--- config.mk ---
export PLATFORM = sky130hd
export DESIGN_NAME = checksummed_frame_receiver_unit_flat
export DESIGN_NICKNAME = d
export VERILOG_FILES = /design/src/rtl/cfr_pkg.sv /design/src/rtl/cfr_if.sv /design/src/rtl/cfr_cfg_regs.sv /design/src/rtl/cfr_assembler.sv /design/src/rtl/cfr_out_stage.sv /design/src/rtl/checksummed_frame_receiver_unit.sv /design/src/flat_wrapper.sv
export SDC_FILE = /design/constraint.sdc
export NUM_CORES = 1
export LEC_CHECK = 0
export BUFFER_PORTS_ARGS = -buffer_cell sky130_fd_sc_hd__buf_4
export CAP_MARGIN = 20
export CORE_MARGIN = 3
export CORE_UTILIZATION = 45
export CTS_CLUSTER_SIZE = 25
export DETAILED_ROUTE_END_ITERATION = 12
export HOLD_SLACK_MARGIN = 0.12
export PLACE_DENSITY_LB_ADDON = 0.3
export SYNTH_ARGS = -nofsm -noshare
export SYNTH_HDL_FRONTEND = slang
export SYNTH_SLANG_ARGS = --single-unit
--- constraint.sdc ---
create_clock -name clk -period 11 [get_ports clk]
set_input_delay 1.65 -clock clk [delete_from_list [all_inputs] [get_ports clk]]
set_output_delay 1.65 -clock clk [all_outputs]
set_load 0.1 [all_outputs]
--- src/rtl/cfr_pkg.sv ---
// ----------------------------------------------------------------------------
// cfr_pkg
// Types and constants shared by the checksummed frame receiver.
// ----------------------------------------------------------------------------
package cfr_pkg;

	localparam int unsigned BYTE_W      = 8;
	localparam int unsigned WORD_W      = 32;
	localparam int unsigned PAYLOAD_W   = 64;
	localparam int unsigned POS_W       = 4;
	localparam int unsigned APB_ADDR_W  = 3;
	localparam int unsigned APB_DATA_W  = 32;

	// Byte positions within a frame; position 0 means hunting for a header.
	localparam logic [POS_W-1:0] POS_HUNT    = 4'd0;
	localparam logic [POS_W-1:0] POS_COMMAND = 4'd1;
	localparam logic [POS_W-1:0] POS_PAY_LO  = 4'd2;
	localparam logic [POS_W-1:0] POS_PAY_HI  = 4'd9;
	localparam logic [POS_W-1:0] POS_CHECK   = 4'd10;
	localparam logic [POS_W-1:0] POS_PAD     = 4'd11;
	localparam logic [POS_W-1:0] FRAME_LEN   = 4'd12;

	localparam logic [BYTE_W-1:0] HEADER_RESET = 8'hE7;

	// Register indexes on the configuration port.
	localparam logic REG_HEADER = 1'b0;

	localparam logic STATUS_OK       = 1'b0;
	localparam logic STATUS_MISMATCH = 1'b1;

	typedef struct packed {
		logic [BYTE_W-1:0]    command;
		logic [PAYLOAD_W-1:0] payload;
		logic                 status;
	} frame_result_t;

	typedef struct packed {
		logic          valid;
		frame_result_t data;
	} result_req_t;

endpackage

--- src/rtl/cfr_if.sv ---
// ----------------------------------------------------------------------------
// cfr_if
// Valid/ready channels of the frame receiver: received bytes in, frames out.
// ----------------------------------------------------------------------------
interface cfr_byte_if;
	logic                      valid;
	logic                      ready;
	logic [cfr_pkg::BYTE_W-1:0] rx_byte;

	modport source (output valid, output rx_byte, input ready);
	modport sink   (input valid, input rx_byte, output ready);
endinterface

interface cfr_frame_if;
	logic                       valid;
	logic                       ready;
	logic [cfr_pkg::BYTE_W-1:0] command;
	logic [cfr_pkg::WORD_W-1:0] payload_low;
	logic [cfr_pkg::WORD_W-1:0] payload_high;
	logic                       status;

	modport source (output valid, output command, output payload_low,
		output payload_high, output status, input ready);
	modport sink   (input valid, input command, input payload_low,
		input payload_high, input status, output ready);
endinterface

--- src/rtl/cfr_cfg_regs.sv ---
// ----------------------------------------------------------------------------
// cfr_cfg_regs
// APB register file holding the frame header value.
// ----------------------------------------------------------------------------
module cfr_cfg_regs (
	input  logic                           clk,
	input  logic                           arst_n,
	input  logic                           psel,
	input  logic                           penable,
	input  logic                           pwrite,
	input  logic [cfr_pkg::APB_ADDR_W-1:0] paddr,
	input  logic [cfr_pkg::APB_DATA_W-1:0] pwdata,
	output logic [cfr_pkg::APB_DATA_W-1:0] prdata,
	output logic                           pready,
	output logic [cfr_pkg::BYTE_W-1:0]     header
);

	logic [cfr_pkg::BYTE_W-1:0] header_q;
	logic                       reg_index;
	logic                       wr_en;

	assign pready    = 1'b1;
	assign reg_index = paddr[2];
	assign wr_en     = psel && penable && pwrite;

	always_ff @(posedge clk or negedge arst_n) begin
		if (!arst_n) begin
			header_q <= cfr_pkg::HEADER_RESET;
		end else if (wr_en && reg_index == cfr_pkg::REG_HEADER) begin
			header_q <= pwdata[cfr_pkg::BYTE_W-1:0];
		end
	end

	always_comb begin
		prdata = '0;
		unique case (reg_index)
			cfr_pkg::REG_HEADER: begin
				prdata = {{(cfr_pkg::APB_DATA_W-cfr_pkg::BYTE_W){1'b0}}, header_q};
			end
			default: begin
				prdata = '0;
			end
		endcase
	end

	assign header = header_q;

endmodule

--- src/rtl/cfr_assembler.sv ---
// ----------------------------------------------------------------------------
// cfr_assembler
// Hunts for the header byte, collects the frame bytes and forms the result.
// ----------------------------------------------------------------------------
module cfr_assembler (
	input  logic                       clk,
	input  logic                       arst_n,
	input  logic [cfr_pkg::BYTE_W-1:0] header,
	input  logic                       out_busy,
	cfr_byte_if.sink                   in_ch,
	output cfr_pkg::result_req_t       result
);

	logic [cfr_pkg::POS_W-1:0]     pos_q;
	logic [cfr_pkg::BYTE_W-1:0]    sum_q;
	logic [cfr_pkg::BYTE_W-1:0]    command_q;
	logic [cfr_pkg::PAYLOAD_W-1:0] payload_q;
	logic [cfr_pkg::BYTE_W-1:0]    check_q;
	logic                          take;
	logic                          hunting;
	logic [2:0]                    lane;
	logic [cfr_pkg::BYTE_W-1:0]    b;

	// Only the padding byte yields a result, so only it waits for room.
	assign in_ch.ready = !(pos_q == cfr_pkg::POS_PAD && out_busy);
	assign take        = in_ch.valid && in_ch.ready;
	assign b           = in_ch.rx_byte;
	assign hunting     = pos_q == cfr_pkg::POS_HUNT || pos_q >= cfr_pkg::FRAME_LEN;
	assign lane        = 3'(pos_q - cfr_pkg::POS_PAY_LO);

	always_ff @(posedge clk or negedge arst_n) begin
		if (!arst_n) begin
			pos_q <= cfr_pkg::POS_HUNT;
			sum_q <= '0;
		end else if (take) begin
			if (hunting) begin
				if (b == header) begin
					sum_q <= b;
					pos_q <= cfr_pkg::POS_COMMAND;
				end else begin
					pos_q <= cfr_pkg::POS_HUNT;
				end
			end else if (pos_q < cfr_pkg::POS_CHECK) begin
				sum_q <= sum_q + b;
				pos_q <= pos_q + 4'd1;
			end else if (pos_q == cfr_pkg::POS_CHECK) begin
				pos_q <= cfr_pkg::POS_PAD;
			end else begin
				pos_q <= cfr_pkg::POS_HUNT;
			end
		end
	end

	// Every frame overwrites all holds before its result, so they need no reset.
	always_ff @(posedge clk) begin
		if (take && !hunting) begin
			if (pos_q == cfr_pkg::POS_COMMAND) begin
				command_q <= b;
			end else if (pos_q >= cfr_pkg::POS_PAY_LO && pos_q <= cfr_pkg::POS_PAY_HI) begin
				payload_q[{lane, 3'b000} +: cfr_pkg::BYTE_W] <= b;
			end else if (pos_q == cfr_pkg::POS_CHECK) begin
				check_q <= b;
			end
		end
	end

	always_comb begin
		result.valid        = take && pos_q == cfr_pkg::POS_PAD;
		result.data.command = command_q;
		result.data.payload = payload_q;
		result.data.status  = (check_q == sum_q) ? cfr_pkg::STATUS_OK
			: cfr_pkg::STATUS_MISMATCH;
	end

endmodule

--- src/rtl/cfr_out_stage.sv ---
// ----------------------------------------------------------------------------
// cfr_out_stage
// Result register that holds a decoded frame until the sink takes it.
// ----------------------------------------------------------------------------
module cfr_out_stage (
	input  logic                 clk,
	input  logic                 arst_n,
	input  cfr_pkg::result_req_t result,
	output logic                 out_busy,
	cfr_frame_if.source          out_ch
);

	logic                   valid_q;
	cfr_pkg::frame_result_t data_q;

	assign out_busy = valid_q && !out_ch.ready;

	always_ff @(posedge clk or negedge arst_n) begin
		if (!arst_n) begin
			valid_q <= 1'b0;
		end else if (result.valid) begin
			valid_q <= 1'b1;
		end else if (out_ch.ready) begin
			valid_q <= 1'b0;
		end
	end

	always_ff @(posedge clk) begin
		if (result.valid) begin
			data_q <= result.data;
		end
	end

	assign out_ch.valid        = valid_q;
	assign out_ch.command      = data_q.command;
	assign out_ch.payload_low  = data_q.payload[cfr_pkg::WORD_W-1:0];
	assign out_ch.payload_high = data_q.payload[cfr_pkg::PAYLOAD_W-1:cfr_pkg::WORD_W];
	assign out_ch.status       = data_q.status;

endmodule

--- src/rtl/checksummed_frame_receiver_unit.sv ---
// ----------------------------------------------------------------------------
// checksummed_frame_receiver_unit
// Receives serial bytes, frames 12-byte packets and checks their checksum.
// ----------------------------------------------------------------------------
// One received byte is taken every cycle. Bytes are dropped until one equals
// the header register; that byte opens a frame of header, command, eight
// payload bytes, checksum and padding. The result appears at the output in the
// cycle after the padding byte is taken, with status set when the low eight
// bits of the sum of the first ten bytes differ from the checksum byte. The
// single result register sets the rate: a padding byte waits only while the
// previous frame is still unclaimed, and every other byte is taken at once.
// A header written during a frame applies from the next hunt onwards.
module checksummed_frame_receiver_unit (
	input  logic                           clk,
	input  logic                           arst_n,
	cfr_byte_if.sink                       in_ch,
	cfr_frame_if.source                    out_ch,
	input  logic                           psel,
	input  logic                           penable,
	input  logic                           pwrite,
	input  logic [cfr_pkg::APB_ADDR_W-1:0] paddr,
	input  logic [cfr_pkg::APB_DATA_W-1:0] pwdata,
	output logic [cfr_pkg::APB_DATA_W-1:0] prdata,
	output logic                           pready
);

	logic [cfr_pkg::BYTE_W-1:0] header;
	logic                       out_busy;
	cfr_pkg::result_req_t       result;

	cfr_cfg_regs u_cfg (
		.clk     (clk),
		.arst_n  (arst_n),
		.psel    (psel),
		.penable (penable),
		.pwrite  (pwrite),
		.paddr   (paddr),
		.pwdata  (pwdata),
		.prdata  (prdata),
		.pready  (pready),
		.header  (header)
	);

	cfr_assembler u_asm (
		.clk      (clk),
		.arst_n   (arst_n),
		.header   (header),
		.out_busy (out_busy),
		.in_ch    (in_ch),
		.result   (result)
	);

	cfr_out_stage u_out (
		.clk      (clk),
		.arst_n   (arst_n),
		.result   (result),
		.out_busy (out_busy),
		.out_ch   (out_ch)
	);

endmodule

--- src/flat_wrapper.sv ---
// flat-port wrapper written by rule: the top's interface ports become plain ports
module checksummed_frame_receiver_unit_flat 
  (clk, arst_n, psel, penable, pwrite, paddr, pwdata, prdata, pready, in_ch_valid, in_ch_rx_byte, in_ch_ready, out_ch_valid, out_ch_command, out_ch_payload_low, out_ch_payload_high, out_ch_status, out_ch_ready);
  cfr_byte_if in_ch_i ();
  cfr_frame_if out_ch_i ();
  input  logic clk;
  input  logic arst_n;
  input  logic psel;
  input  logic penable;
  input  logic pwrite;
  input  logic [cfr_pkg::APB_ADDR_W-1:0] paddr;
  input  logic [cfr_pkg::APB_DATA_W-1:0] pwdata;
  output logic [cfr_pkg::APB_DATA_W-1:0] prdata;
  output logic pready;
  input wire logic [$bits(in_ch_i.valid)-1:0] in_ch_valid;
  input wire logic [$bits(in_ch_i.rx_byte)-1:0] in_ch_rx_byte;
  output wire logic [$bits(in_ch_i.ready)-1:0] in_ch_ready;
  output wire logic [$bits(out_ch_i.valid)-1:0] out_ch_valid;
  output wire logic [$bits(out_ch_i.command)-1:0] out_ch_command;
  output wire logic [$bits(out_ch_i.payload_low)-1:0] out_ch_payload_low;
  output wire logic [$bits(out_ch_i.payload_high)-1:0] out_ch_payload_high;
  output wire logic [$bits(out_ch_i.status)-1:0] out_ch_status;
  input wire logic [$bits(out_ch_i.ready)-1:0] out_ch_ready;
  assign in_ch_i.valid = in_ch_valid;
  assign in_ch_i.rx_byte = in_ch_rx_byte;
  assign in_ch_ready = in_ch_i.ready;
  assign out_ch_valid = out_ch_i.valid;
  assign out_ch_command = out_ch_i.command;
  assign out_ch_payload_low = out_ch_i.payload_low;
  assign out_ch_payload_high = out_ch_i.payload_high;
  assign out_ch_status = out_ch_i.status;
  assign out_ch_i.ready = out_ch_ready;
  checksummed_frame_receiver_unit u_core (.clk(clk), .arst_n(arst_n), .in_ch(in_ch_i), .out_ch(out_ch_i), .psel(psel), .penable(penable), .pwrite(pwrite), .paddr(paddr), .pwdata(pwdata), .prdata(prdata), .pready(pready));
endmodule
# --- Word-level counts from Yosys, hierarchy flattened ---
# Cells that the tools add are included.
totals:
  output_inout_bits: 108
  inputBits: 50
  ff_bits: 174
classes:
  n_eq_ne: 6
  n_shift: 2
  bitwise: 3
  mux: 12
  n_reduce_logical: 20
  add_sub_neg: 4
  n_lt_le_gt_ge: 4
ops:
  columns: ["operator", "n"]
  rows:
  - ["64-bit bitwise mux", 1]
  - ["8-bit by 8-bit variable shift with 64-bit output, first input constant", 1]
  - ["8-bit by 8-bit indexed part select with 64-bit output", 1]
  - ["8-bit 2-to-1 mux", 4]
  - ["8-bit == test", 2]
  - ["4-bit 2-to-1 mux", 3]
  - ["1-bit logical AND", 9]
  - ["8-bit adder", 1]
  - ["4-bit == test, second input constant", 2]
  - ["6-bit negation with 8-bit output", 1]
  - ["3-bit AND reduction", 2]
  - ["4-bit by 1-bit adder with 4-bit output, second input constant", 1]
  - ["4-bit by 1-bit == test with 1-bit output, second input constant", 1]
  - ["4-bit by 2-bit greater-or-equal comparator with 1-bit output, second input constant", 1]
  - ["4-bit greater-or-equal comparator, second input constant", 1]
  - ["4-bit less-or-equal comparator, second input constant", 1]
  - ["4-bit logical NOT", 1]
  - ["4-bit < comparator, second input constant", 1]
  - ["1-bit 2-to-1 mux", 4]
  - ["4-bit AND reduction", 1]
  - ["2-bit nonzero test", 2]
  - ["1-bit logical NOT", 3]
  - ["1-bit inverter", 3]
  - ["3-bit by 2-bit subtractor with 3-bit output, second input constant", 1]
  - ["3 further kinds", 3]

# --- Longest topological paths before layout ---
# Gate-level depths: netlist of the first run.
depth:
  word_depth: 7
  depth_mapped: 9
  depth_no_buf: 9

# --- Cells and area by module ---
# Synthesis of the first run repeated with hierarchy kept, for this count alone.
hier_totals:
  hier_cells: 480
  area_unflattened_um2: 7230.7
by_module_without_submodules:
  columns: ["module", "n_inst", "cells_per_inst", "area_each_um2", "seq_area_each_um2"]
  rows:
  - ["cfr_assembler", 1, 352, 4406.7, 2702.6]
  - ["cfr_out_stage", 1, 76, 2237.1, 2217.1]
  - ["cfr_cfg_regs", 1, 52, 586.8, 207.7]

# --- Least setup slack after synthesis of the first run ---
# Ideal clock, no wire load.
synth_timing:
  path_kind: "input port to flip-flop"
  from: "input port out_ch_ready"
  to: "register u_core.u_out.data_q, in the netlist u_core.u_out.out_ch.command[0], enable pin"
  path_buffers: 0
  t_arrival_ns: 5.114
  t_required_ns: 10.496
  setup_ns: 0.504
  setup_slack_ns: 5.382
  path_stages: 4
  cell_sequence: "nand4bb_1 -> o21a_1 -> nand2_1 -> nor2_1"
synth_lines:
  columns: ["item", "line", "rtl"]
  rows:
  - ["start, declared", "flat_wrapper.sv:23", "input wire logic [$bits(out_ch_i.ready)-1:0] out_ch_ready;"]
  - ["end signal, assigned", "cfr_out_stage.sv:30", "data_q <= result.data;"]
  - ["end, declared", "cfr_out_stage.sv:14", "cfr_pkg::frame_result_t data_q;"]

# --- Worst setup path after layout of the first run ---
layout_timing:
  from: "input port out_ch_ready"
  to: "output port in_ch_ready"
layout_between:
  elab_chain_cells: 4
layout_rtl:
  columns: ["item", "line", "rtl"]
  rows:
  - ["1-bit logical NOT", "cfr_out_stage.sv:16", "assign out_busy = valid_q && !out_ch.ready;"]
  - ["1-bit logical AND", "cfr_out_stage.sv:16", null]
  - ["1-bit logical AND", "cfr_assembler.sv:25", "assign in_ch.ready = !(pos_q == cfr_pkg::POS_PAD && out_busy);"]
  - ["1-bit logical NOT", "cfr_assembler.sv:25", null]
  - ["end, declared", "flat_wrapper.sv:17", "output wire logic [$bits(in_ch_i.ready)-1:0] in_ch_ready;"]
# No other way between the ends.

==> results.py, run 1 <==
metrics = {
    "finish": {
        "fin_area_mm2": 0.00856,
        "antenna_cells": 0,
        "syn_to_final_growth_pct": 20.7,
        "drive_gt1_share_pct": 27.7,
        "fin_nets": 649,
        "final_cells": 807,
    },
    "logic_synthesis": {
        "yosys.area.top_type": "edfxtp_1",
        "synth_edf_count": 153,
        "yosysSeqAreaShare_pct": 72.4,
        "synth_ff_type": "edfxtp_1",
        "yosysMostFrequentCell": "edfxtp_1",
        "post-synth-top-area-fraction_pct": 64.8,
        "synthTopCellsByArea": "edfxtp_1, dfrtp_1, and2_1",
        "syn_area_mm2": 0.00709,
        "ys_ff_latch": 174,
        "ys_async_sr_fraction_pct": 12.1,
        "avgSynthCellArea_um2": 15.0,
        "syn_inst": 471,
        "synth_cell_types": 56,
        "ys_top_cells_by_count": "edfxtp_1, and2_1, buf_4, nor2_1",
        "ys_warn_count": 0,
    },
    "critical_path": {
        "endpoint_kind": "output port",
        "startpoint": "out_ch_ready",
        "critical_path_required_ns": 9.35,
        "r2r-start": "u_core.u_asm.pos_q[0]$_DFFE_PN0N_",
        "r2r_cells": 8,
        "regToRegSetupSlack_ns": 7.60,
        "critPathArrivalTime_ns": 2.55,
        "rr_endpoint": "u_core.u_asm.payload_q[21]$_DFFE_PP_",
        "critPathCapture": "in_ch_ready",
        "worstSetupPathType": "input pin to output port",
        "cp_max_fo": 3,
        "cp-start-kind": "input pin",
    },
    "global_route": {
        "grt_pass1_wl_mm": 21.8,
        "antenna_found_initial": 0,
        "gr-usage-all-layers_pct": 16.3,
        "grt_overflow_total": 0,
        "grt_max_degree": 65,
        "grt_pass1_vias": 4050,
    },
    "placement": {
        "place.gp.congestion": 0.851,
        "port_buffers": 106,
        "dp_cells": 774,
        "hpwl_mm": 9.27,
        "dp_slack_ns": 6.80,
        "postPlaceCellArea_mm2": 0.00801,
    },
    "power_and_ir_drop": {
        "p_per_area_mw_per_mm2": 226,
        "power_leakage_nw": 3.26,
        "ir_drop_mv": 0.132,
    },
    "cts": {
        "insertion_delay_ns": 0.42,
        "clkTransAtPathRegs_ns": 0.06,
        "postCtsResizedCells": 0,
        "cts_root_buf": "clkbuf_16",
        "cts_tree": "done",
        "cts_buffer_depth": 2,
        "post_cts.repair.setup_buffers": 0,
        "cts_buffers": 17,
        "cts.htree.levels": 4,
        "cts-hold-fix-buffers": 0,
        "clock-sinks": 174,
    },
    "floorplanning": {
        "start_util_pct": 46.3,
        "io_pins": 158,
        "die_w_um": 131,
        "rows": 45,
        "coreArea_mm2": 0.0153,
        "dieArea_mm2": 0.0173,
        "die_height_um": 131,
    },
    "sta": {
        "timing.final.crit_share_pct": 38.2,
        "finalHoldViolCount": 0,
        "setup_slack_ns": 6.80,
        "relSlewSlack_pct": 36.7,
        "fin_hold_ws_ns": 0.413,
        "rsz0062_at_grt": "no",
        "worst_pin_slew_ns": 0.936,
        "max_freq_ghz": 0.238,
        "setup_tns_ns": 0,
        "setup-violations-final": 0,
        "period_needed_ns": 4.20,
        "maxSlewViolCount": 0,
        "fin_skew_ns": 0.00693,
    },
    "route": {
        "num_vias": 4033,
        "ant_nets": 0,
        "wl_mm": 14.0,
        "drc_errors": 0,
        "routedWlPerCell_um": 17.3,
        "dr.pass1.iters": 5,
        "drt_iter0_drc": 279,
        "vias_per_cell": 5.00,
    },
    "worst_hold_path": {
        "hold_class": "flop to flop",
    },
    "flow_run": {
        "cap_violations": 0,
    },
    "run_status": {
        "status": "finished, final reports clean",
    },
}
==> metal layers <==
layer	share of wire [%]	vias up	global-route usage [%]
met5	0	-	0
met4	2.0	0	6.71
met3	6.2	23	4.44
met2	51	169	27.4
met1	41	1950	20.0
li1	-	1891	-
==> metrics by stage <==
| stage | total power, mW | utilization [%] |
|---|---|---|
| 2_1_floorplan | 1.27 | - |
| 3_3_place_gp | 1.36 | 52.3 |
| 3_5_place_dp | 1.39 | 52.3 |
| 4_1_cts | 1.95 | 55.8 |
| 5_1_grt | 2.03 | 55.9 |
| 6_report | 1.94 | 55.9 |
==> final cells by class <==
class	instances	area (um^2)
clock buffers	18	429
clock inverters	14	116
fillers	1240	6760
inverters	15	56.3
multi-input cells	264	1730
flip-flops and latches	174	5130
well taps	211	264
repair buffers	111	831
==> worst min path at each step <==
stage,start,endpoint,slack (ns),cells past startpoint
after floorplan,u_core.u_asm.command_q[0]$_DFFE_PP_,u_core.u_out.out_ch.command[0]$_DFFE_PP_,0.40,0
after CTS,u_core.u_asm.command_q[5]$_DFFE_PP_,u_core.u_out.out_ch.command[5]$_DFFE_PP_,0.42,0
final,u_core.u_asm.command_q[5]$_DFFE_PP_,u_core.u_out.out_ch.command[5]$_DFFE_PP_,0.41,0
after detailed placement,u_core.u_asm.command_q[0]$_DFFE_PP_,u_core.u_out.out_ch.command[0]$_DFFE_PP_,0.40,0
after global placement,u_core.u_asm.command_q[7]$_DFFE_PP_,u_core.u_out.out_ch.command[7]$_DFFE_PP_,0.40,0
after global routing,u_core.u_asm.payload_q[44]$_DFFE_PP_,u_core.u_out.out_ch.payload_high[12]$_DFFE_PP_,0.43,0
==> registers in the layout, indices dropped and copies added, names as in the netlist <==
name                              cells
u_core.u_asm.check_q                  8
u_core.u_asm.command_q                8
u_core.u_asm.payload_q               64
u_core.u_asm.pos_q                    4
u_core.u_asm.sum_q                    8
u_core.u_cfg.header                   8
u_core.u_out.out_ch.command           8
u_core.u_out.out_ch.payload_high     32
u_core.u_out.out_ch.payload_low      32
u_core.u_out.out_ch.status            1
u_core.u_out.out_ch.valid             1
==> cells by family after synthesis <==
kind of cell    Yosys count  synth area share, %
buf+inv                  56                 4.52
mux                       9                 1.41
xor+xnor                 19                 2.35
simple gates            146                 11.8
compound gates           49                 4.52
flops                   174                 72.4
fa+ha+maj                16                 2.93
other cells               2                0.106
==> worst max-delay path, cell delays in order <==
cell	delay [ns]
buf_4	0.11
nand4bb_1	0.24
or2_2	0.31
buf_4	0.23
==> where the power goes <==
part           switching (mW)  internal [mW]  leakage (nW)
Clock                   0.244          0.311         0.264
Combinational           0.354          0.174          1.34
Sequential             0.0523          0.804          1.65
==> cell usage in the layout (no fill, tap or decap), types with 7 or more instances in the layout <==
master / instances
xnor2_1: 10
mux2_2: 8
nor2_1: 25
dfrtp_1: 15
clkbuf_16: 17
inv_1: 15
buf_4: 110
nand2_1: 10
and2_1: 43
nor4_1: 7
edfxtp_1: 153
nor3_1: 8
nor2b_1: 13
and3_1: 13
ha_1: 15
a21oi_1: 13
conb_1: 25
xor2_1: 9
o21ai_0: 11
Power figures use the tool's default switching activity.
==> run 2: changes to the inputs <==
--- a/config.mk
+++ b/config.mk
@@ -5,6 +5,7 @@
 export SDC_FILE = /design/constraint.sdc
 export NUM_CORES = 1
 export LEC_CHECK = 0
+export ABC_AREA = 1
 export BUFFER_PORTS_ARGS = -buffer_cell sky130_fd_sc_hd__buf_4
 export CAP_MARGIN = 20
 export CORE_MARGIN = 3
==> constraint.sdc (replaced) <==
create_clock -name clk -period 3.5 [get_ports clk]
set_input_delay 0.525 -clock clk [delete_from_list [all_inputs] [get_ports clk]]
set_output_delay 0.525 -clock clk [all_outputs]
set_load 0.1 [all_outputs]
==> results.py, run 2 <==
metrics = {
    "logic_synthesis": {
        "synth_edf_count": 153,
        "yosysMostFrequentCell": "edfxtp_1",
        "ys_async_sr_fraction_pct": 12.1,
        "post-synth-top-area-fraction_pct": 64.9,
        "ys_warn_count": 0,
        "yosysSeqAreaShare_pct": 72.4,
        "ys_ff_latch": 174,
        "syn_area_mm2": 0.00708,
        "synthTopCellsByArea": "edfxtp_1, nor2_1, dfrtp_1",
        "avgSynthCellArea_um2": 12.4,
        "yosys.area.top_type": "edfxtp_1",
        "ys_top_cells_by_count": "edfxtp_1, nor2_1, nand2_1",
        "synth_ff_type": "edfxtp_1",
        "synth_cell_types": 31,
        "syn_inst": 569,
    },
    "floorplanning": {
        "dieArea_mm2": 0.0173,
        "coreArea_mm2": 0.0153,
        "io_pins": 158,
        "rows": 45,
        "start_util_pct": 46.2,
        "die_height_um": 131,
        "die_w_um": 131,
    },
    "placement": {
        "hpwl_mm": 9.78,
        "port_buffers": 106,
        "postPlaceCellArea_mm2": 0.00806,
        "place.gp.congestion": 0.857,
        "dp_slack_ns": 0.467,
    },
    "route": {
        "wl_mm": 13.6,
        "dr.pass1.iters": 5,
        "drc_errors": 0,
        "drt_iter0_drc": 239,
        "ant_nets": 0,
        "vias_per_cell": 4.77,
        "num_vias": 4352,
        "routedWlPerCell_um": 14.9,
    },
    "finish": {
        "syn_to_final_growth_pct": 21.5,
        "largest_register": "u_core.u_asm.payload_q",
        "layout_common_cells": "edfxtp_1, buf_4, nor2_1",
        "nFillCells": 1263,
        "antenna_cells": 0,
        "fin_area_mm2": 0.00861,
        "largest_register_ffs": 64,
        "layout_commonest_cell": "edfxtp_1",
        "drive_gt1_share_pct": 22.5,
        "fin_nets": 756,
    },
    "sta": {
        "setup-violations-final": 0,
        "max_freq_ghz": 0.328,
        "fin_skew_ns": 0.00984,
        "setup_slack_ns": 0.452,
        "finalHoldViolCount": 0,
        "timing.final.crit_share_pct": 87.1,
        "rsz0062_at_grt": "no",
        "period_needed_ns": 3.05,
        "fin_hold_ws_ns": 0.305,
        "worst_pin_slew_ns": 0.712,
        "maxSlewViolCount": 0,
        "relSlewSlack_pct": 52.3,
        "setup_tns_ns": 0,
    },
    "power_and_ir_drop": {
        "p_per_area_mw_per_mm2": 727,
        "ir_drop_mv": 0.438,
        "power_leakage_nw": 3.51,
    },
    "flow_run": {
        "cap_violations": 0,
    },
    "cts": {
        "clkTransAtPathRegs_ns": 0.06,
        "cts_root_buf": "clkbuf_16",
        "cts.htree.levels": 4,
        "cts-hold-fix-buffers": 1,
        "cts_tree": "done",
        "insertion_delay_ns": 0.42,
        "postCtsResizedCells": 0,
        "cts_buffer_depth": 2,
        "post_cts.repair.setup_buffers": 0,
        "cts_buffers": 17,
        "clock-sinks": 174,
    },
    "critical_path": {
        "r2r_cells": 9,
        "cp-start-kind": "flop",
        "endpoint_kind": "flop",
        "cp_max_fo": 12,
        "regToRegSetupSlack_ns": 0.45,
        "critPathArrivalTime_ns": 3.10,
        "critical_path_required_ns": 3.55,
        "startpoint": "u_core.u_asm.pos_q[0]$_DFFE_PN0N_",
        "worstSetupPathType": "flop to flop",
        "r2r-start": "u_core.u_asm.pos_q[0]$_DFFE_PN0N_",
        "rr_endpoint": "u_core.u_asm.payload_q[36]$_DFFE_PP_",
    },
    "global_route": {
        "grt_max_degree": 49,
        "gr-usage-all-layers_pct": 16.2,
        "grt_overflow_total": 0,
        "grt_pass1_wl_mm": 21.6,
        "antenna_found_initial": 0,
        "grt_pass1_vias": 4178,
    },
    "worst_hold_path": {
        "min_to": "u_core.u_out.out_ch.valid$_DFFE_PN0P_",
        "hold_class": "input pin to flop",
        "min_from": "out_ch_ready",
        "holdPathStages": 2,
    },
    "run_status": {
        "status": "finished, final reports clean",
    },
}
-- run 2: cell count changes after synthesis, moves of 5 or more --
cell	previous run	this run
nand2_1	10	75
nor4_1	7	1
nand3_1	4	33
and3_1	13	0
inv_1	15	55
nor2b_1	13	0
mux2_2	8	0
nor3_1	8	3
nor2_1	26	111
and2_1	43	0
-- run 2: power breakdown --
| group | internal [mW] | switching [mW] | total (mW) |
|---|---|---|---|
| clock | 1.03 | 0.694 | 1.72 |
| sequential | 2.51 | 0.135 | 2.64 |
| combinational | 0.518 | 1.37 | 1.88 |
-- run 2: worst max-delay path, cell delays in order (launching register included) --
cell	delay, ns
dfrtp_1	0.57
inv_1	0.14
ha_1	0.22
ha_1	0.30
inv_1	0.16
nor2_1	0.16
inv_1	0.17
nor2_1	0.18
nand2_1	0.22
nor2_1	0.54
-- run 2: cell families (layout without fill, tap and decap cells) --
logic type      after synthesis  count (layout)  share of synthesized area [%]
compound gates               31              31                           2.39
xor+xnor                     13              13                           1.61
fa+ha+maj                    16              16                           2.93
buf+inv                      92             201                           6.25
flops                       174             174                           72.4
other cells                   2              25                          0.106
simple gates                241             241                           14.3
-- run 2: per-stage QoR --
stage,utilization (%),power [mW],cells
after detailed placement,52.6,4.56,881
after global routing,56.2,6.63,912
after floorplan,-,4.14,592
after global placement,52.6,4.51,881
after CTS,56.2,6.29,912
final,56.2,6.25,912
-- run 2: worst max path at each step --
stage,endpoint,slack [ns],cells past startpoint
floorplan,u_core.u_out.out_ch.command[0]$_DFFE_PP_,0.1,5
global placement,u_core.u_asm.payload_q[32]$_DFFE_PP_,0.56,9
detailed placement,u_core.u_asm.payload_q[34]$_DFFE_PP_,0.47,9
CTS,u_core.u_asm.payload_q[37]$_DFFE_PP_,0.44,9
global route,u_core.u_asm.payload_q[36]$_DFFE_PP_,0.17,10
finish,u_core.u_asm.payload_q[36]$_DFFE_PP_,0.45,9
-- run 2: per-layer routing --
metal  global-route usage [%]  up-vias  share of wire, %
li1                         -     2106                 -
met1                     21.4     2053                44
met2                     25.5      175                47
met3                     4.56       18               6.2
met4                     6.24        0               1.9
met5                        0        -                 0
-- run 2: layout make-up --
| cell class | count | area (um^2) | share of cell area [%] |
|---|---|---|---|
| clock buffers | 21 | 440 | 5.12 |
| clock inverters | 9 | 96.3 | 1.12 |
| inverters | 57 | 214 | 2.49 |
| multi-input cells | 326 | 1610 | 18.7 |
| flip-flops and latches | 174 | 5130 | 59.6 |
| well taps | 211 | 264 | 3.07 |
| repair buffers | 114 | 858 | 9.97 |
==> run 3: changes to the inputs <==
--- a/config.mk
+++ b/config.mk
@@ -5,7 +5,6 @@
 export SDC_FILE = /design/constraint.sdc
 export NUM_CORES = 1
 export LEC_CHECK = 0
-export ABC_AREA = 1
 export BUFFER_PORTS_ARGS = -buffer_cell sky130_fd_sc_hd__buf_4
 export CAP_MARGIN = 20
 export CORE_MARGIN = 3
@@ -13,7 +12,7 @@
 export CTS_CLUSTER_SIZE = 25
 export DETAILED_ROUTE_END_ITERATION = 12
 export HOLD_SLACK_MARGIN = 0.12
-export PLACE_DENSITY_LB_ADDON = 0.3
+export PLACE_DENSITY = 0.79
 export SYNTH_ARGS = -nofsm -noshare
 export SYNTH_HDL_FRONTEND = slang
 export SYNTH_SLANG_ARGS = --single-unit
==> results.py, run 3 (synthesis results as in run 1) <==
metrics = {
    "sta": {
        "fin_skew_ns": 0.0118,
        "maxSlewViolCount": 0,
        "period_needed_ns": 2.98,
        "max_freq_ghz": 0.335,
        "relSlewSlack_pct": 54.6,
        "setup-violations-final": 0,
        "finalHoldViolCount": 0,
        "setup_tns_ns": 0,
        "rsz0062_at_grt": "no",
        "worst_pin_slew_ns": 0.678,
        "timing.final.crit_share_pct": 85.2,
        "setup_slack_ns": 0.517,
    },
    "finish": {
        "layout_commonest_cell": "edfxtp_1",
        "nFillCells": 1188,
        "drive_gt1_share_pct": 28.3,
        "finish.utilization_pct": 56.7,
        "largest_register": "u_core.u_asm.payload_q",
        "multi_input_area_mm2": 0.00173,
        "antenna_cells": 0,
        "largest_register_ffs": 64,
        "regArea_mm2": 0.00513,
        "syn_to_final_growth_pct": 22.5,
        "layout_common_cells": "edfxtp_1, buf_4, and2_1",
        "fin_nets": 658,
        "fin_area_mm2": 0.00868,
    },
    "cts": {
        "cts_tree": "done",
        "cts_root_buf": "clkbuf_16",
        "cts_buffers": 17,
        "clkTransAtPathRegs_ns": 0.07,
        "cts_buffer_depth": 2,
        "clock-sinks": 174,
        "cts.htree.levels": 4,
        "insertion_delay_ns": 0.42,
        "postCtsResizedCells": 0,
    },
    "global_route": {
        "gr-usage-all-layers_pct": 16.3,
        "grt_overflow_total": 0,
        "antenna_found_initial": 0,
        "grt_pass1_vias": 4053,
        "grt_max_degree": 45,
        "grt_pass1_wl_mm": 21.9,
    },
    "critical_path": {
        "regToRegSetupSlack_ns": 0.52,
        "endpoint_kind": "flop",
        "cp_max_fo": 15,
        "critPathArrivalTime_ns": 3.11,
        "critical_path_required_ns": 3.63,
        "worstSetupPathType": "flop to flop",
        "cp-start-kind": "flop",
    },
    "run_status": {
        "status": "finished, final reports clean",
    },
    "route": {
        "vias_per_cell": 4.99,
        "drc_errors": 0,
        "num_vias": 4074,
        "ant_nets": 0,
        "routedWlPerCell_um": 16.9,
        "wl_mm": 13.8,
        "dr.pass1.iters": 4,
        "drt_iter0_drc": 245,
    },
    "placement": {
        "place.gp.congestion": 0.811,
        "dp_slack_ns": 0.533,
        "postPlaceCellArea_mm2": 0.00807,
        "port_buffers": 106,
        "hpwl_mm": 9.13,
    },
    "floorplanning": {
        "rows": 45,
        "dieArea_mm2": 0.0173,
        "die_w_um": 131,
        "die_height_um": 131,
        "start_util_pct": 46.3,
        "io_pins": 158,
        "coreArea_mm2": 0.0153,
    },
    "worst_hold_path": {
        "hold_class": "input pin to flop",
    },
    "flow_run": {
        "cap_violations": 0,
    },
    "power_and_ir_drop": {
        "ir_drop_mv": 0.464,
        "power_leakage_nw": 3.32,
        "p_per_area_mw_per_mm2": 720,
    },
}
## run 3: cell count changes in the layout (fill, tap and decap cells not counted), moves of 5 or more
cell / delta
mux2_2: +8
nor4_1: +6
buf_4: +6
and3_1: +13
and2_1: +43
nand3_1: -29
inv_1: -40
nor2b_1: +13
nor2_1: -85
nand2_1: -65
nor3_1: +5
## run 3: metal layers
metal	wire length [um]	share of wire (%)	vias up	track usage (%)
met4	255	1.8	0	6.30
met1	5860	42	1965	20.4
met5	0	0	-	0
met3	855	6.2	23	4.98
li1	-	-	1908	-
met2	6830	50	178	26.7
## run 3: power breakdown
part	switching (mW)	internal, mW	leakage [nW]
Combinational	1.11	0.565	1.39
Clock	0.760	1.13	0.276
Sequential	0.159	2.53	1.65
Total	2.03	4.22	3.32
## run 3: final timing paths
check,startpoint,end,cells past startpoint
setup / recovery,u_core.u_asm.pos_q[0]$_DFFE_PN0N_,u_core.u_asm.payload_q[32]$_DFFE_PP_,7
hold / removal,out_ch_ready,u_core.u_out.out_ch.valid$_DFFE_PN0P_,2
setup reg to reg,u_core.u_asm.pos_q[0]$_DFFE_PN0N_,u_core.u_asm.payload_q[32]$_DFFE_PP_,7
hold reg to reg,u_core.u_asm.payload_q[29]$_DFFE_PP_,u_core.u_out.out_ch.payload_low[29]$_DFFE_PP_,0
max in group asynchronous,arst_n,u_core.u_cfg.header[6]$_DFFE_PN1P_,2
min in group asynchronous,arst_n,u_core.u_cfg.header[3]$_DFFE_PN0P_,2
## run 3: layout make-up
cell class,instances,area share (%)
tap,211,3.04
multi-input combinational,264,20.0
clock buffer,21,5.07
sequential,174,59.1
clock inverter,11,1.82
timing repair buffer,120,10.4
inverter,15,0.649
## run 3: worst max-delay path: stages, from the launching register on
cell	delay [ns]
dfrtp_1	0.62
inv_1	0.26
ha_1	0.57
nand2b_1	0.26
nor4b_1	0.43
buf_4	0.23
nor2b_1	0.13
buf_4	0.18
## run 3: stage by stage
stage               cells  hold WS, ns  power, mW
floorplan             494        0.229       4.01
global placement      783        0.401       4.28
detailed placement    783        0.405       4.37
CTS                   816        0.301       6.28
global route          816        0.300       6.56
finish                816        0.315       6.25
## run 3: what timing repair did
action | 4_1_cts | 5_1_grt
setup buffers | 0 | 0
endpoints found under the hold margin | 15 | 0
hold buffers | 1 | 0
